[config.mk]
export PLATFORM = sky130hd
export DESIGN_NAME = osrr_ram
export DESIGN_NICKNAME = d
export VERILOG_FILES = /design/src/rtl/overwriting_sensor_record_ring_assert.svh /design/src/rtl/osrr_ram.sv
export SDC_FILE = /design/constraint.sdc
export NUM_CORES = 1
export LEC_CHECK = 0
export BUFFER_PORTS_ARGS = -buffer_cell sky130_fd_sc_hd__buf_2
export CAP_MARGIN = 20
export CORE_MARGIN = 4
export CORE_UTILIZATION = 40
export CTS_CLUSTER_DIAMETER = 150
export CTS_CLUSTER_SIZE = 20
export DETAILED_ROUTE_END_ITERATION = 8
export HOLD_SLACK_MARGIN = 0.15
export PLACE_DENSITY = 0.59
export SLEW_MARGIN = 20
export SYNTH_ARGS = -nofsm -noshare
export SYNTH_HDL_FRONTEND = slang
export SYNTH_SLANG_ARGS = --single-unit
[constraint.sdc]
create_clock -name clk_i -period 2.1 [get_ports clk_i]
set_input_delay 0.21 -clock clk_i [delete_from_list [all_inputs] [get_ports clk_i]]
set_output_delay 0.21 -clock clk_i [all_outputs]
set_load 0.01 [all_outputs]
[src/rtl/overwriting_sensor_record_ring_assert.svh]
// ----------------------------------------------------------------------------
// Assertion macros for the sensor record ring
// Short forms for concurrent checks sampled on clk_i, held off during reset.
// ----------------------------------------------------------------------------
`ifndef OVERWRITING_SENSOR_RECORD_RING_ASSERT_SVH
`define OVERWRITING_SENSOR_RECORD_RING_ASSERT_SVH

// Condition holds at every clock edge out of reset.
`define OSRR_ASSERT_ALWAYS(label, cond, msg) \
  label: assert property (@(posedge clk_i) disable iff (!rst_ni) (cond)) else $error(msg);

// Consequent holds in the same cycle as the antecedent.
`define OSRR_ASSERT_SAME(label, ante, cons, msg) \
  label: assert property (@(posedge clk_i) disable iff (!rst_ni) (ante) |-> (cons)) \
    else $error(msg);

// Consequent holds in the cycle after the antecedent.
`define OSRR_ASSERT_NEXT(label, ante, cons, msg) \
  label: assert property (@(posedge clk_i) disable iff (!rst_ni) (ante) |=> (cons)) \
    else $error(msg);

`endif

[src/rtl/osrr_ram.sv]
// ----------------------------------------------------------------------------
// osrr_ram
// Simple dual-port RAM: one write port, one read port with registered data.
// The read data holds until the next read.
// ----------------------------------------------------------------------------
module osrr_ram #(
  parameter int WIDTH = 8,
  parameter int DEPTH = 16
) (
  input  logic                     clk_i,
  input  logic                     we_i,
  input  logic [$clog2(DEPTH)-1:0] waddr_i,
  input  logic [WIDTH-1:0]         wdata_i,
  input  logic                     re_i,
  input  logic [$clog2(DEPTH)-1:0] raddr_i,
  output logic [WIDTH-1:0]         rdata_o
);

  logic [WIDTH-1:0] mem_q [DEPTH];
  logic [WIDTH-1:0] rdata_q;

  always_ff @(posedge clk_i) begin
    if (we_i) begin
      mem_q[waddr_i] <= wdata_i;
    end
    if (re_i) begin
      rdata_q <= mem_q[raddr_i];
    end
  end

  assign rdata_o = rdata_q;

endmodule

Word level (Yosys, flattened, before mapping)
Memory sizes are Yosys's and may differ from the RTL's. A register that Yosys moved wholly into a read port is not among the register bits.
Cells that the tools add are included.
W data, S select, Z words.

word-level totals
  flip-flop bits (word level) = 0
  bits in writable memories = 128
  input bits = 19
  word-level logic and storage cells = 3
  memories = 1

operators by class
  multiplexer cells = 2

memories
  memory  depth  width  rd ports  clocked after memory_dff  write ports  RTL line        RTL
  mem_q   16     8      1         1                         1            osrr_ram.sv:19  logic [WIDTH-1:0] mem_q [DEPTH];

operators by type and width
  operator  count
  $mux W1   2

Depth between registers and ports, before layout
Gate-level depths: netlist of the first run.

  depth in word-level cells = 2
  mapped depth = 5
  depth with buffers taken out = 3

Worst setup path after synthesis of the first run
No wires, ideal clock.

  kind = in2reg
  from = in waddr_i[2]
  to = mem mem_q[0][0], enable pin
  data arrival time = 1320 ps
  required time = 1717 ps
  setup slack = 397 ps
  stages = 2
  path buffers = 0
  cell sequence = or3b_2 nor3_1

RTL lines
  element      RTL line        RTL
  from (decl)  osrr_ram.sv:12  input logic [$clog2(DEPTH)-1:0] waddr_i,
  to (decl)    osrr_ram.sv:19

Straight into the memory's write port.

==> metrics.txt, run 1 <==
# TYPE chip_impl_metric gauge
chip_impl_metric{name="final_min_period_over_clock_period",unit="%"} 71.69
chip_impl_info{name="crit_path_start_kind",value="flop"} 1
chip_impl_metric{name="timing.reg2reg.setup_slack",unit="ns"} 0.59
chip_impl_metric{name="cp_slowest_stage_delay",unit="ns"} 0.50
chip_impl_info{name="timing.critical_path.to_type",value="flop"} 1
chip_impl_metric{name="drv_slew",unit=""} 0
chip_impl_metric{name="setup_bufs_post_cts",unit=""} 0
chip_impl_metric{name="antenna_found_initial",unit=""} 0
chip_impl_metric{name="synthCells",unit=""} 229
chip_impl_metric{name="synth_xor_area_share",unit="%"} 0
chip_impl_metric{name="globalRoute.totalOverflow",unit=""} 0
chip_impl_metric{name="worst-slew-pin-transition",unit="ns"} 0.4382
chip_impl_metric{name="clock_sinks",unit=""} 136
chip_impl_metric{name="detailroute.via_count",unit=""} 2483
chip_impl_metric{name="synth.cell_area",unit="mm^2"} 0.005228
chip_impl_info{name="clockRootBuffer",value="sky130_fd_sc_hd__clkbuf_16"} 1
chip_impl_metric{name="route.layer.met1.wl",unit="um"} 4675
chip_impl_info{name="crit-reg2reg-capture",value="rdata_o[4]$_DFFE_PP_"} 1
chip_impl_info{name="synth_top_cells_by_count",value="sky130_fd_sc_hd__edfxtp_1 (136), sky130_fd_sc_hd__mux4_2 (18), sky130_fd_sc_hd__a22oi_1 (16), sky130_fd_sc_hd__mux4_1 (14), sky130_fd_sc_hd__nor2_1 (13)"} 1
chip_impl_metric{name="min_path_cells",unit=""} 1
chip_impl_metric{name="fmax",unit="MHz"} 664.2
chip_impl_metric{name="numPortBuffers",unit=""} 26
chip_impl_info{name="crit_family",value="multiplexers"} 1
chip_impl_metric{name="max-clock-path-buffers",unit=""} 2
chip_impl_metric{name="dieWidth",unit="um"} 122.3
chip_impl_info{name="path_cells",value="mux4_1 -> a22oi_1 -> nand2_1"} 1
chip_impl_metric{name="synth-edff-count",unit=""} 136
chip_impl_metric{name="worstPathRequired",unit="ns"} 2.24
chip_impl_metric{name="critical_path_peak_fanout",unit=""} 1
chip_impl_metric{name="drt_first_iter_violations",unit=""} 227
chip_impl_metric{name="finalCoreUtilization",unit="%"} 49.31
chip_impl_metric{name="postSynthRegisterBits",unit=""} 136
chip_impl_metric{name="syn_nets",unit=""} 248
chip_impl_metric{name="yosys.area.top_type_share",unit="%"} 78.12
chip_impl_metric{name="grt_first_pass_wirelength",unit="um"} 15920
chip_impl_info{name="hold_wc_startpoint",value="wdata_i[7]"} 1
chip_impl_metric{name="rows",unit=""} 41
chip_impl_metric{name="synth-adder-area-share",unit="%"} 0
chip_impl_metric{name="finalWeightedCongestion",unit=""} 0.7392
chip_impl_metric{name="clock_tree.htree_level_count",unit=""} 4
chip_impl_metric{name="p_leak",unit="nW"} 2.121
chip_impl_info{name="slowest_stage",value="sky130_fd_sc_hd__mux4_1"} 1
chip_impl_metric{name="insertion_delay_of_the_later_clocked_pin_in_the_worst_skew_pair",unit="ns"} 0.40
chip_impl_info{name="min_path_type",value="input port to flop"} 1
chip_impl_metric{name="power",unit="mW"} 6.248
chip_impl_metric{name="wl_per_cell",unit="um"} 22.04
chip_impl_metric{name="synth_mux_area_share",unit="%"} 14.79
chip_impl_metric{name="yosysWarningCount",unit=""} 0
chip_impl_metric{name="fin_worst_skew",unit="ns"} 0.006453
chip_impl_metric{name="post_cts_hold_buffer_count",unit=""} 0
chip_impl_metric{name="final_layout_net_count",unit=""} 305
chip_impl_metric{name="n_fill_cell",unit=""} 1058
chip_impl_metric{name="fraction_of_final_layout_cells_with_drive_strength_greater_than_1",unit="%"} 32.55
chip_impl_metric{name="power_per_cell_area",unit="mW/mm^2"} 996.0
chip_impl_metric{name="maxCapViolCount",unit=""} 0
chip_impl_metric{name="chip_height",unit="um"} 122.3
chip_impl_metric{name="io_pins",unit=""} 27
chip_impl_metric{name="worstPathBufferInverterCount",unit=""} 0
chip_impl_metric{name="report.final.setup_viol",unit=""} 0
chip_impl_info{name="synth_top_family_by_area",value="multiplexers"} 1
chip_impl_metric{name="drcViolationCount",unit=""} 0
chip_impl_metric{name="post_synth_num_cell_types",unit=""} 18
chip_impl_metric{name="ant_nets",unit=""} 0
chip_impl_metric{name="firstDrtPassIters",unit=""} 4
chip_impl_metric{name="area_growth",unit="%"} 20.01
chip_impl_info{name="whs_endpoint",value="mem_q[6][7]$_DFFE_PP_"} 1
chip_impl_metric{name="coreArea",unit="mm^2"} 0.01272
chip_impl_info{name="path_class",value="flop to flop"} 1
chip_impl_metric{name="track_usage",unit="%"} 15.19
chip_impl_metric{name="place.detailed.hpwl",unit="um"} 6738
chip_impl_metric{name="cts_made_buffers",unit=""} 17
chip_impl_metric{name="worst-r2r-cell-count",unit=""} 3
chip_impl_metric{name="grt_pass1_vias",unit=""} 2522
chip_impl_metric{name="floorplan.initialDensity",unit="%"} 41.09
chip_impl_info{name="synth_most_common_cell",value="sky130_fd_sc_hd__edfxtp_1"} 1
chip_impl_info{name="tritoncts",value="yes"} 1
chip_impl_metric{name="yosys.area_share.simple",unit="%"} 3.135
chip_impl_metric{name="grt_max_degree",unit=""} 22
chip_impl_metric{name="final-hold-violation-count",unit=""} 0
chip_impl_metric{name="cts.clk_slew.worst_paths",unit="ns"} 0.06
chip_impl_metric{name="slew_headroom",unit="%"} 70.79
chip_impl_metric{name="synth_compound_area_share",unit="%"} 2.298
chip_impl_info{name="run_status",value="completed"} 1
chip_impl_info{name="synth_ff_type",value="sky130_fd_sc_hd__edfxtp_1"} 1
chip_impl_metric{name="postCtsResizedCells",unit=""} 0
chip_impl_metric{name="routed-wl-met3",unit="um"} 566
chip_impl_metric{name="worst-endpoint-arrival",unit="ns"} 1.65
chip_impl_metric{name="clock_period_minus_final_worst_setup_slack",unit="ns"} 1.506
chip_impl_info{name="critical_path.reg2reg.startpoint",value="mem_q[8][4]$_DFFE_PP_"} 1
chip_impl_info{name="ys_top_cells_by_area",value="sky130_fd_sc_hd__edfxtp_1 (78%), sky130_fd_sc_hd__mux4_2 (7.8%), sky130_fd_sc_hd__mux4_1 (7.0%)"} 1
chip_impl_metric{name="max-vdd-ir-drop",unit="uV"} 537.1
chip_impl_metric{name="dieArea",unit="mm^2"} 0.01496
chip_impl_metric{name="via_cell_ratio",unit=""} 5.283
chip_impl_metric{name="setup_tns",unit="ns"} 0
chip_impl_metric{name="total_detailed_routing_wirelength",unit="um"} 10360
chip_impl_info{name="grt_setup_unrepaired",value="false"} 1
chip_impl_metric{name="synth-seq-area-share",unit="%"} 78.12
chip_impl_metric{name="insertedDiodeCount",unit=""} 0
chip_impl_metric{name="async_reset_ff_share",unit="%"} 0
chip_impl_info{name="synth_largest_area_cell",value="sky130_fd_sc_hd__edfxtp_1"} 1
chip_impl_metric{name="avgSynthCellArea",unit="um^2"} 22.83
chip_impl_metric{name="met2RoutedLength",unit="um"} 5042
chip_impl_info{name="highest_layer_used_for_signal_routing",value="met4"} 1
[worst max-delay path by stage]
stage,slack (ns),to,depth (start not counted),from
after floorplan,0.40,mem_q[0][0]$_DFFE_PP_,2,waddr_i[2]
after global placement,0.31,rdata_o[4]$_DFFE_PP_,5,raddr_i[0]
after detailed placement,0.35,rdata_o[4]$_DFFE_PP_,5,raddr_i[0]
after CTS,0.60,rdata_o[4]$_DFFE_PP_,3,mem_q[8][4]$_DFFE_PP_
after global routing,0.53,rdata_o[4]$_DFFE_PP_,3,mem_q[8][4]$_DFFE_PP_
final,0.59,rdata_o[4]$_DFFE_PP_,3,mem_q[8][4]$_DFFE_PP_
[layout by cell type, fill, tap and decap left out, drive strengths merged]
cell and n:
edfxtp 136, buf 48, mux4 32, clkbuf 17, a22oi 16, nor2 13
nand2 9, clkinv 8, nor3 4, clkinvlp 3, bufinv 3, nand3b 2
nand2b 2, nor2b 1, and2 1, and2b 1, nand3 1, or3b 1
[state kept, by name, indices dropped and copies added (netlist names)]
register,flops
mem_q,128
rdata_o,8
[logic make-up (layout without fill, tap and decap cells)]
logic type	count (synthesis)	in the layout
muxes	32	32
and+or+nand+nor	35	35
DFF	136	136
AOI/OAI and AO/OA	16	16
buffers and inverters	10	79
[through the flow]
stage                     hold WS [ns]  std cells  setup WS, ns  cell area [um^2]
after CTS                       0.1738        470        0.6003              6274
after global routing            0.1764        470        0.5256              6274
final                           0.1853        470        0.5945              6274
after floorplan                 0.3089        229        0.3971              5228
after global placement          0.5944        439        0.3112              5689
after detailed placement        0.6046        439        0.3518              5689
[area by class of cell]
| type | count | area (um^2) | share of cell area [%] |
|---|---|---|---|
| sequential | 136 | 4084 | 65.10 |
| multi-input combinational | 83 | 1057 | 16.85 |
| clock buffer | 17 | 425.4 | 6.781 |
| timing repair buffer | 48 | 332.8 | 5.305 |
| tap | 172 | 215.2 | 3.430 |
| clock inverter | 14 | 158.9 | 2.533 |
[per-layer routing]
layer	global-route usage [%]	up-vias
li1	-	1095
met2	23.29	74
met3	4.101	4
met5	0	-
met4	5.038	0
met1	21.27	1310
[worst reg2reg max path: cells and delay by family (launching register included)]
| family | cells | cell delay, ns |
|---|---|---|
| flip-flops | 1 | 0.36 |
| multiplexers | 1 | 0.50 |
| AO/OA/AOI/OAI | 1 | 0.31 |
| AND/OR/NAND/NOR | 1 | 0.09 |
[where the power goes]
part / internal (mW) / switching [mW] / total (mW)
combinational: 0.126 / 0.166 / 0.291
clock: 1.84 / 1.04 / 2.88
sequential: 3.06 / 0.0159 / 3.08
total: 5.03 / 1.22 / 6.25
Power figures use the tool's default switching activity.
==> inputs of run 2 (changes only) <==
==> constraint.sdc (replaced) <==
create_clock -name clk_i -period 1.4 [get_ports clk_i]
set_input_delay 0.14 -clock clk_i [delete_from_list [all_inputs] [get_ports clk_i]]
set_output_delay 0.14 -clock clk_i [all_outputs]
set_load 0.01 [all_outputs]
==> metrics.txt, run 2 (synthesis gave the netlist of run 1 again) <==
# TYPE chip_impl_metric gauge
chip_impl_info{name="run_status",value="complete, but fails checks"} 1
chip_impl_info{name="violations_in_the_final_reports",value="negative setup slack"} 1
chip_impl_metric{name="min_path_cells",unit=""} 3
chip_impl_metric{name="max-vdd-ir-drop",unit="uV"} 778.3
chip_impl_metric{name="dieWidth",unit="um"} 122.3
chip_impl_metric{name="antenna_found_initial",unit=""} 0
chip_impl_metric{name="report.final.setup_viol",unit=""} 5
chip_impl_info{name="slowest_stage",value="sky130_fd_sc_hd__mux4_2"} 1
chip_impl_info{name="timing.critical_path.to_type",value="flop"} 1
chip_impl_info{name="crit_path_start_kind",value="flop"} 1
chip_impl_metric{name="setup_bufs_post_cts",unit=""} 0
chip_impl_info{name="layout_commonest_cell",value="sky130_fd_sc_hd__edfxtp_1"} 1
chip_impl_metric{name="final_non_filler_cell_area",unit="mm^2"} 0.006502
chip_impl_metric{name="final-hold-violation-count",unit=""} 0
chip_impl_metric{name="hold-worst-slack",unit="ns"} 0.2747
chip_impl_metric{name="fin_worst_skew",unit="ns"} 0.005602
chip_impl_metric{name="setup_tns",unit="ns"} -0.1003
chip_impl_info{name="path_cells",value="mux4_2 -> a22oi_2 -> buf_4 -> nand2_2"} 1
chip_impl_metric{name="maxCapViolCount",unit=""} 0
chip_impl_metric{name="chip_height",unit="um"} 122.3
chip_impl_info{name="final_cell_mix",value="sky130_fd_sc_hd__edfxtp_1 (136), sky130_fd_sc_hd__buf_4 (39), sky130_fd_sc_hd__mux4_2 (26), sky130_fd_sc_hd__buf_2 (26), sky130_fd_sc_hd__clkbuf_16 (17)"} 1
chip_impl_metric{name="cts_made_buffers",unit=""} 17
chip_impl_metric{name="clock_tree.htree_level_count",unit=""} 4
chip_impl_metric{name="via_cell_ratio",unit=""} 5.074
chip_impl_metric{name="firstDrtPassIters",unit=""} 4
chip_impl_metric{name="cp_slowest_stage_delay",unit="ns"} 0.50
chip_impl_info{name="whs_endpoint",value="mem_q[0][3]$_DFFE_PP_"} 1
chip_impl_metric{name="worst-r2r-cell-count",unit=""} 4
chip_impl_metric{name="critical_path_peak_fanout",unit=""} 1
chip_impl_info{name="critical_path.reg2reg.startpoint",value="mem_q[3][6]$_DFFE_PP_"} 1
chip_impl_info{name="hold_wc_startpoint",value="waddr_i[0]"} 1
chip_impl_metric{name="place.detailed.hpwl",unit="um"} 6906
chip_impl_info{name="crit_family",value="multiplexers"} 1
chip_impl_metric{name="total_detailed_routing_wirelength",unit="um"} 10300
chip_impl_metric{name="detailroute.via_count",unit=""} 2527
chip_impl_metric{name="worstPathRequired",unit="ns"} 1.56
chip_impl_metric{name="grt_pass1_vias",unit=""} 2694
chip_impl_metric{name="floorplan.initialDensity",unit="%"} 41.09
chip_impl_metric{name="p_leak",unit="nW"} 2.224
chip_impl_metric{name="largest_register_ffs",unit=""} 128
chip_impl_metric{name="io_pins",unit=""} 27
chip_impl_info{name="crit-reg2reg-capture",value="rdata_o[6]$_DFFE_PP_"} 1
chip_impl_metric{name="drt_first_iter_violations",unit=""} 242
chip_impl_info{name="grt_setup_unrepaired",value="true"} 1
chip_impl_info{name="tritoncts",value="yes"} 1
chip_impl_metric{name="rows",unit=""} 41
chip_impl_metric{name="post-route-worst-setup-slack",unit="ns"} -0.06504
chip_impl_metric{name="wl_per_cell",unit="um"} 20.69
chip_impl_metric{name="grt_first_pass_wirelength",unit="um"} 16100
chip_impl_metric{name="finalCoreUtilization",unit="%"} 51.11
chip_impl_metric{name="grt_max_degree",unit=""} 22
chip_impl_metric{name="worst-slew-pin-transition",unit="ns"} 0.8611
chip_impl_metric{name="worst-endpoint-arrival",unit="ns"} 1.62
chip_impl_metric{name="insertedDiodeCount",unit=""} 0
chip_impl_metric{name="slew_headroom",unit="%"} 42.38
chip_impl_metric{name="clock_sinks",unit=""} 136
chip_impl_metric{name="dpl-instance-area",unit="mm^2"} 0.005832
chip_impl_info{name="min_path_type",value="input port to flop"} 1
chip_impl_info{name="max_flop_register",value="mem_q"} 1
chip_impl_metric{name="globalRoute.totalOverflow",unit=""} 0
chip_impl_metric{name="power_per_cell_area",unit="mW/mm^2"} 1470
chip_impl_metric{name="ant_nets",unit=""} 0
chip_impl_metric{name="final_layout_net_count",unit=""} 333
chip_impl_metric{name="dp_cells",unit=""} 459
chip_impl_metric{name="track_usage",unit="%"} 15.22
chip_impl_metric{name="dieArea",unit="mm^2"} 0.01496
chip_impl_metric{name="clock_period_minus_final_worst_setup_slack",unit="ns"} 1.465
chip_impl_metric{name="worstPathBufferInverterCount",unit=""} 1
chip_impl_metric{name="insertion_delay_of_the_later_clocked_pin_in_the_worst_skew_pair",unit="ns"} 0.41
chip_impl_metric{name="area_growth",unit="%"} 24.39
chip_impl_info{name="clockRootBuffer",value="sky130_fd_sc_hd__clkbuf_16"} 1
chip_impl_metric{name="max-clock-path-buffers",unit=""} 2
chip_impl_metric{name="finalWeightedCongestion",unit=""} 0.7224
chip_impl_metric{name="drcViolationCount",unit=""} 0
chip_impl_metric{name="fraction_of_final_layout_cells_with_drive_strength_greater_than_1",unit="%"} 38.65
chip_impl_metric{name="final_min_period_over_clock_period",unit="%"} 104.6
chip_impl_metric{name="drv_slew",unit=""} 0
chip_impl_info{name="path_class",value="flop to flop"} 1
chip_impl_metric{name="timing.reg2reg.setup_slack",unit="ns"} -0.07
chip_impl_metric{name="cts.clk_slew.worst_paths",unit="ns"} 0.06
chip_impl_metric{name="layoutNonFillerInstCount",unit=""} 498
chip_impl_metric{name="fmax",unit="MHz"} 682.6
chip_impl_metric{name="numPortBuffers",unit=""} 26
chip_impl_metric{name="coreArea",unit="mm^2"} 0.01272
run 2: cell types whose count changed in the layout (fill, tap and decap cells not counted), moves of 2 or more:
| cell | delta |
|---|---|
| sky130_fd_sc_hd__clkinv_4 | -2 |
| sky130_fd_sc_hd__clkinv_1 | +3 |
| sky130_fd_sc_hd__mux4_2 | +8 |
| sky130_fd_sc_hd__clkinvlp_4 | -2 |
| sky130_fd_sc_hd__a22oi_1 | -5 |
| sky130_fd_sc_hd__dlygate4sd3_1 | +9 |
| sky130_fd_sc_hd__clkinv_2 | -2 |
| sky130_fd_sc_hd__mux4_1 | -8 |
| sky130_fd_sc_hd__clkbuf_1 | +2 |
| sky130_fd_sc_hd__buf_4 | +20 |
| sky130_fd_sc_hd__a22oi_2 | +5 |
run 2: worst max-delay path by stage:
stage	startpoint	end	cells after the start
2_1_floorplan	raddr_i[0]	rdata_o[1]$_DFFE_PP_	5
3_3_place_gp	raddr_i[0]	rdata_o[3]$_DFFE_PP_	5
3_5_place_dp	raddr_i[0]	rdata_o[3]$_DFFE_PP_	5
4_1_cts	mem_q[3][6]$_DFFE_PP_	rdata_o[6]$_DFFE_PP_	4
5_1_grt	mem_q[3][6]$_DFFE_PP_	rdata_o[6]$_DFFE_PP_	4
6_report	mem_q[3][6]$_DFFE_PP_	rdata_o[6]$_DFFE_PP_	4
run 2: report_power, final:
part	total (mW)	internal (mW)	leakage (nW)	switching (mW)
clock network	4.45	2.93	0.287	1.52
logic	0.495	0.233	0.701	0.262
registers	4.61	4.59	1.24	0.0231
total	9.56	7.75	2.22	1.80
run 2: what timing repair did:
action | 4_1_cts | 5_1_grt
endpoints found under the hold margin | 134 | 0
gates resized for setup | 14 | 0
hold buffers | 9 | 0
endpoints found under the setup margin | 8 | 8
cloned | 0 | 0
pin swaps | 5 | 1
run 2: area by class of cell:
cell class                      instances  area (um^2)
Fill cell                            1056         6220
Sequential cell                       136         4084
Multi-Input combinational cell         83         1060
Timing Repair Buffer                   76        553.0
Clock buffer                           19        432.9
Tap cell                              172        215.2
Clock inverter                         12        157.7
run 2: worst reg2reg max path: stages (launching register included):
cell and delay (ns):
sky130_fd_sc_hd__edfxtp_1 0.35, sky130_fd_sc_hd__mux4_2 0.50, sky130_fd_sc_hd__a22oi_2 0.17, sky130_fd_sc_hd__buf_4 0.15, sky130_fd_sc_hd__nand2_2 0.05
run 2: per-layer routing:
layer	track usage [%]	wire length, um
met3	4.424	446
met2	23.77	5044
met5	0	0
met4	4.829	93
met1	20.79	4720
run 2: stage by stage:
stage               power [mW]  setup WS (ns)
detailed placement       5.170        -0.3249
global placement         5.159        -0.3097
CTS                      9.636       -0.07760
floorplan                4.935       -0.01596
finish                   9.556       -0.06504
global route             9.898        -0.1186
==> inputs of run 3 (changes only) <==
--- a/config.mk
+++ b/config.mk
@@ -9,6 +9,7 @@
 export CAP_MARGIN = 20
 export CORE_MARGIN = 4
 export CORE_UTILIZATION = 40
+export CTS_BUF_LIST = sky130_fd_sc_hd__clkbuf_4
 export CTS_CLUSTER_DIAMETER = 150
 export CTS_CLUSTER_SIZE = 20
 export DETAILED_ROUTE_END_ITERATION = 8
==> metrics.txt, run 3 (synthesis gave the netlist of run 1 again) <==
# TYPE chip_impl_metric gauge
chip_impl_metric{name="grt_max_degree",unit=""} 22
chip_impl_metric{name="track_usage",unit="%"} 15.14
chip_impl_metric{name="layoutNonFillerInstCount",unit=""} 501
chip_impl_metric{name="dieWidth",unit="um"} 122.3
chip_impl_metric{name="ant_nets",unit=""} 0
chip_impl_metric{name="via_cell_ratio",unit=""} 5.008
chip_impl_metric{name="globalRoute.totalOverflow",unit=""} 0
chip_impl_metric{name="clock_sinks",unit=""} 136
chip_impl_metric{name="drcViolationCount",unit=""} 0
chip_impl_metric{name="fraction_of_final_layout_cells_with_drive_strength_greater_than_1",unit="%"} 39.63
chip_impl_metric{name="antenna_found_initial",unit=""} 1
chip_impl_metric{name="final-hold-violation-count",unit=""} 0
chip_impl_metric{name="place.detailed.hpwl",unit="um"} 6906
chip_impl_metric{name="dieArea",unit="mm^2"} 0.01496
chip_impl_metric{name="largest_register_ffs",unit=""} 128
chip_impl_info{name="crit_path_start_kind",value="flop"} 1
chip_impl_info{name="final_cell_mix",value="sky130_fd_sc_hd__edfxtp_1 (136), sky130_fd_sc_hd__buf_4 (39), sky130_fd_sc_hd__mux4_2 (27)"} 1
chip_impl_metric{name="worstPathRequired",unit="ns"} 1.68
chip_impl_info{name="tritoncts",value="yes"} 1
chip_impl_metric{name="power_per_cell_area",unit="mW/mm^2"} 1248
chip_impl_metric{name="fmax",unit="MHz"} 684.1
chip_impl_info{name="min_path_type",value="input port to flop"} 1
chip_impl_info{name="layout_commonest_cell",value="sky130_fd_sc_hd__edfxtp_1"} 1
chip_impl_metric{name="power",unit="mW"} 7.785
chip_impl_metric{name="io_pins",unit=""} 27
chip_impl_metric{name="coreArea",unit="mm^2"} 0.01272
chip_impl_metric{name="maxCapViolCount",unit=""} 0
chip_impl_metric{name="worst-endpoint-arrival",unit="ns"} 1.74
chip_impl_info{name="grt_setup_unrepaired",value="true"} 1
chip_impl_metric{name="insertion_delay_of_the_later_clocked_pin_in_the_worst_skew_pair",unit="ns"} 0.51
chip_impl_metric{name="area_growth",unit="%"} 19.29
chip_impl_metric{name="chip_height",unit="um"} 122.3
chip_impl_metric{name="finalWeightedCongestion",unit=""} 0.7224
chip_impl_metric{name="dpl-instance-area",unit="mm^2"} 0.005832
chip_impl_metric{name="post-place-ws",unit="ns"} -0.3249
chip_impl_metric{name="cts.clk_slew.worst_paths",unit="ns"} 0.11
chip_impl_metric{name="firstDrtPassIters",unit=""} 4
chip_impl_metric{name="numPortBuffers",unit=""} 26
chip_impl_metric{name="drt_first_iter_violations",unit=""} 210
chip_impl_metric{name="report.final.setup_viol",unit=""} 4
chip_impl_metric{name="clock_tree.htree_level_count",unit=""} 4
chip_impl_info{name="max_flop_register",value="mem_q"} 1
chip_impl_metric{name="grt_pass1_vias",unit=""} 2700
chip_impl_metric{name="dp_cells",unit=""} 459
chip_impl_metric{name="max-clock-path-buffers",unit=""} 2
chip_impl_metric{name="final_non_filler_cell_area",unit="mm^2"} 0.006236
chip_impl_info{name="clockRootBuffer",value="sky130_fd_sc_hd__clkbuf_4"} 1
chip_impl_metric{name="setup_bufs_post_cts",unit=""} 0
chip_impl_metric{name="detailroute.via_count",unit=""} 2509
chip_impl_metric{name="grt_first_pass_wirelength",unit="um"} 15970
chip_impl_metric{name="critical_path_peak_fanout",unit=""} 1
chip_impl_metric{name="wl_per_cell",unit="um"} 20.24
chip_impl_metric{name="cts_made_buffers",unit=""} 17
chip_impl_metric{name="setup_tns",unit="ns"} -0.1040
chip_impl_metric{name="final_layout_net_count",unit=""} 335
chip_impl_info{name="run_status",value="complete, but fails checks"} 1
chip_impl_info{name="timing.critical_path.to_type",value="flop"} 1
chip_impl_metric{name="rows",unit=""} 41
chip_impl_metric{name="max-vdd-ir-drop",unit="uV"} 581.5
chip_impl_metric{name="p_leak",unit="nW"} 2.104
chip_impl_metric{name="drv_slew",unit=""} 0
chip_impl_metric{name="worst-slew-pin-transition",unit="ns"} 0.8734
chip_impl_metric{name="floorplan.initialDensity",unit="%"} 41.09
chip_impl_metric{name="clock_period_minus_final_worst_setup_slack",unit="ns"} 1.462
chip_impl_metric{name="final_min_period_over_clock_period",unit="%"} 104.4
chip_impl_metric{name="post-route-worst-setup-slack",unit="ns"} -0.06173
chip_impl_metric{name="slew_headroom",unit="%"} 41.56
chip_impl_info{name="path_class",value="flop to flop"} 1
chip_impl_info{name="violations_in_the_final_reports",value="negative setup slack"} 1
chip_impl_metric{name="total_detailed_routing_wirelength",unit="um"} 10140
chip_impl_metric{name="fin_worst_skew",unit="ns"} 0.01253
## run 3: cell count changes in the layout (fill, tap and decap cells not counted)
cell	change
sky130_fd_sc_hd__clkbuf_1	-2
sky130_fd_sc_hd__diode_2	+1
sky130_fd_sc_hd__dlygate4sd3_1	+2
sky130_fd_sc_hd__a22oi_2	+1
sky130_fd_sc_hd__clkbuf_4	+19
sky130_fd_sc_hd__clkbuf_16	-17
sky130_fd_sc_hd__mux4_2	+1
sky130_fd_sc_hd__mux4_1	-1
sky130_fd_sc_hd__a22oi_1	-1
## run 3: layout make-up
type	instances	area, um^2
multi-input cells	83	1061
flip-flops and latches	136	4084
repair buffers	78	573.1
well taps	172	215.2
diodes	1	2.502
clock inverters	12	157.7
clock buffers	19	142.6
fillers	1099	6486
## run 3: routing by layer
metal	GRT usage (%)	wire length, um	up-vias
li1	-	-	1147
met1	20.60	4592	1291
met2	23.60	4940	62
met3	4.194	473	9
met4	5.458	132	0
met5	0	0	-
## run 3: power breakdown
part	internal (mW)	leakage [nW]	switching (mW)	total, mW
combinational	0.238	0.705	0.265	0.503
sequential	4.58	1.24	0.0231	4.60
clock	1.42	0.162	1.26	2.68
total	6.23	2.10	1.55	7.79
## run 3: worst paths after layout
kind / startpoint / to / slack (ns) / cells past startpoint
max: mem_q[3][6]$_DFFE_PP_ / rdata_o[6]$_DFFE_PP_ / -0.06 / 4
max reg2reg: mem_q[3][6]$_DFFE_PP_ / rdata_o[6]$_DFFE_PP_ / -0.06 / 4
min: waddr_i[3] / mem_q[1][3]$_DFFE_PP_ / 0.24 / 4
min reg2reg: mem_q[12][4]$_DFFE_PP_ / rdata_o[4]$_DFFE_PP_ / 0.76 / 3
## run 3: stage by stage
stage               hold slack (ns)  util (%)
CTS                          0.1890     48.99
global placement             0.5206     45.84
floorplan                    0.2389         -
finish                       0.2422     49.02
detailed placement           0.5237     45.84
global route                 0.1860     49.02
## run 3: what timing repair did
item | 4_1_cts | 5_1_grt
cloned | 0 | 0
resized for setup | 14 | 2
hold endpoints to repair | 144 | 0
pin swaps | 5 | 1
setup endpoints to repair | 8 | 8
hold buffers | 11 | 0
## run 3: worst max-delay path, stage by stage (launching register included)
cell,delay (ns)
sky130_fd_sc_hd__edfxtp_1,0.37
sky130_fd_sc_hd__mux4_2,0.50
sky130_fd_sc_hd__a22oi_2,0.17
sky130_fd_sc_hd__buf_4,0.15
sky130_fd_sc_hd__nand2_2,0.05
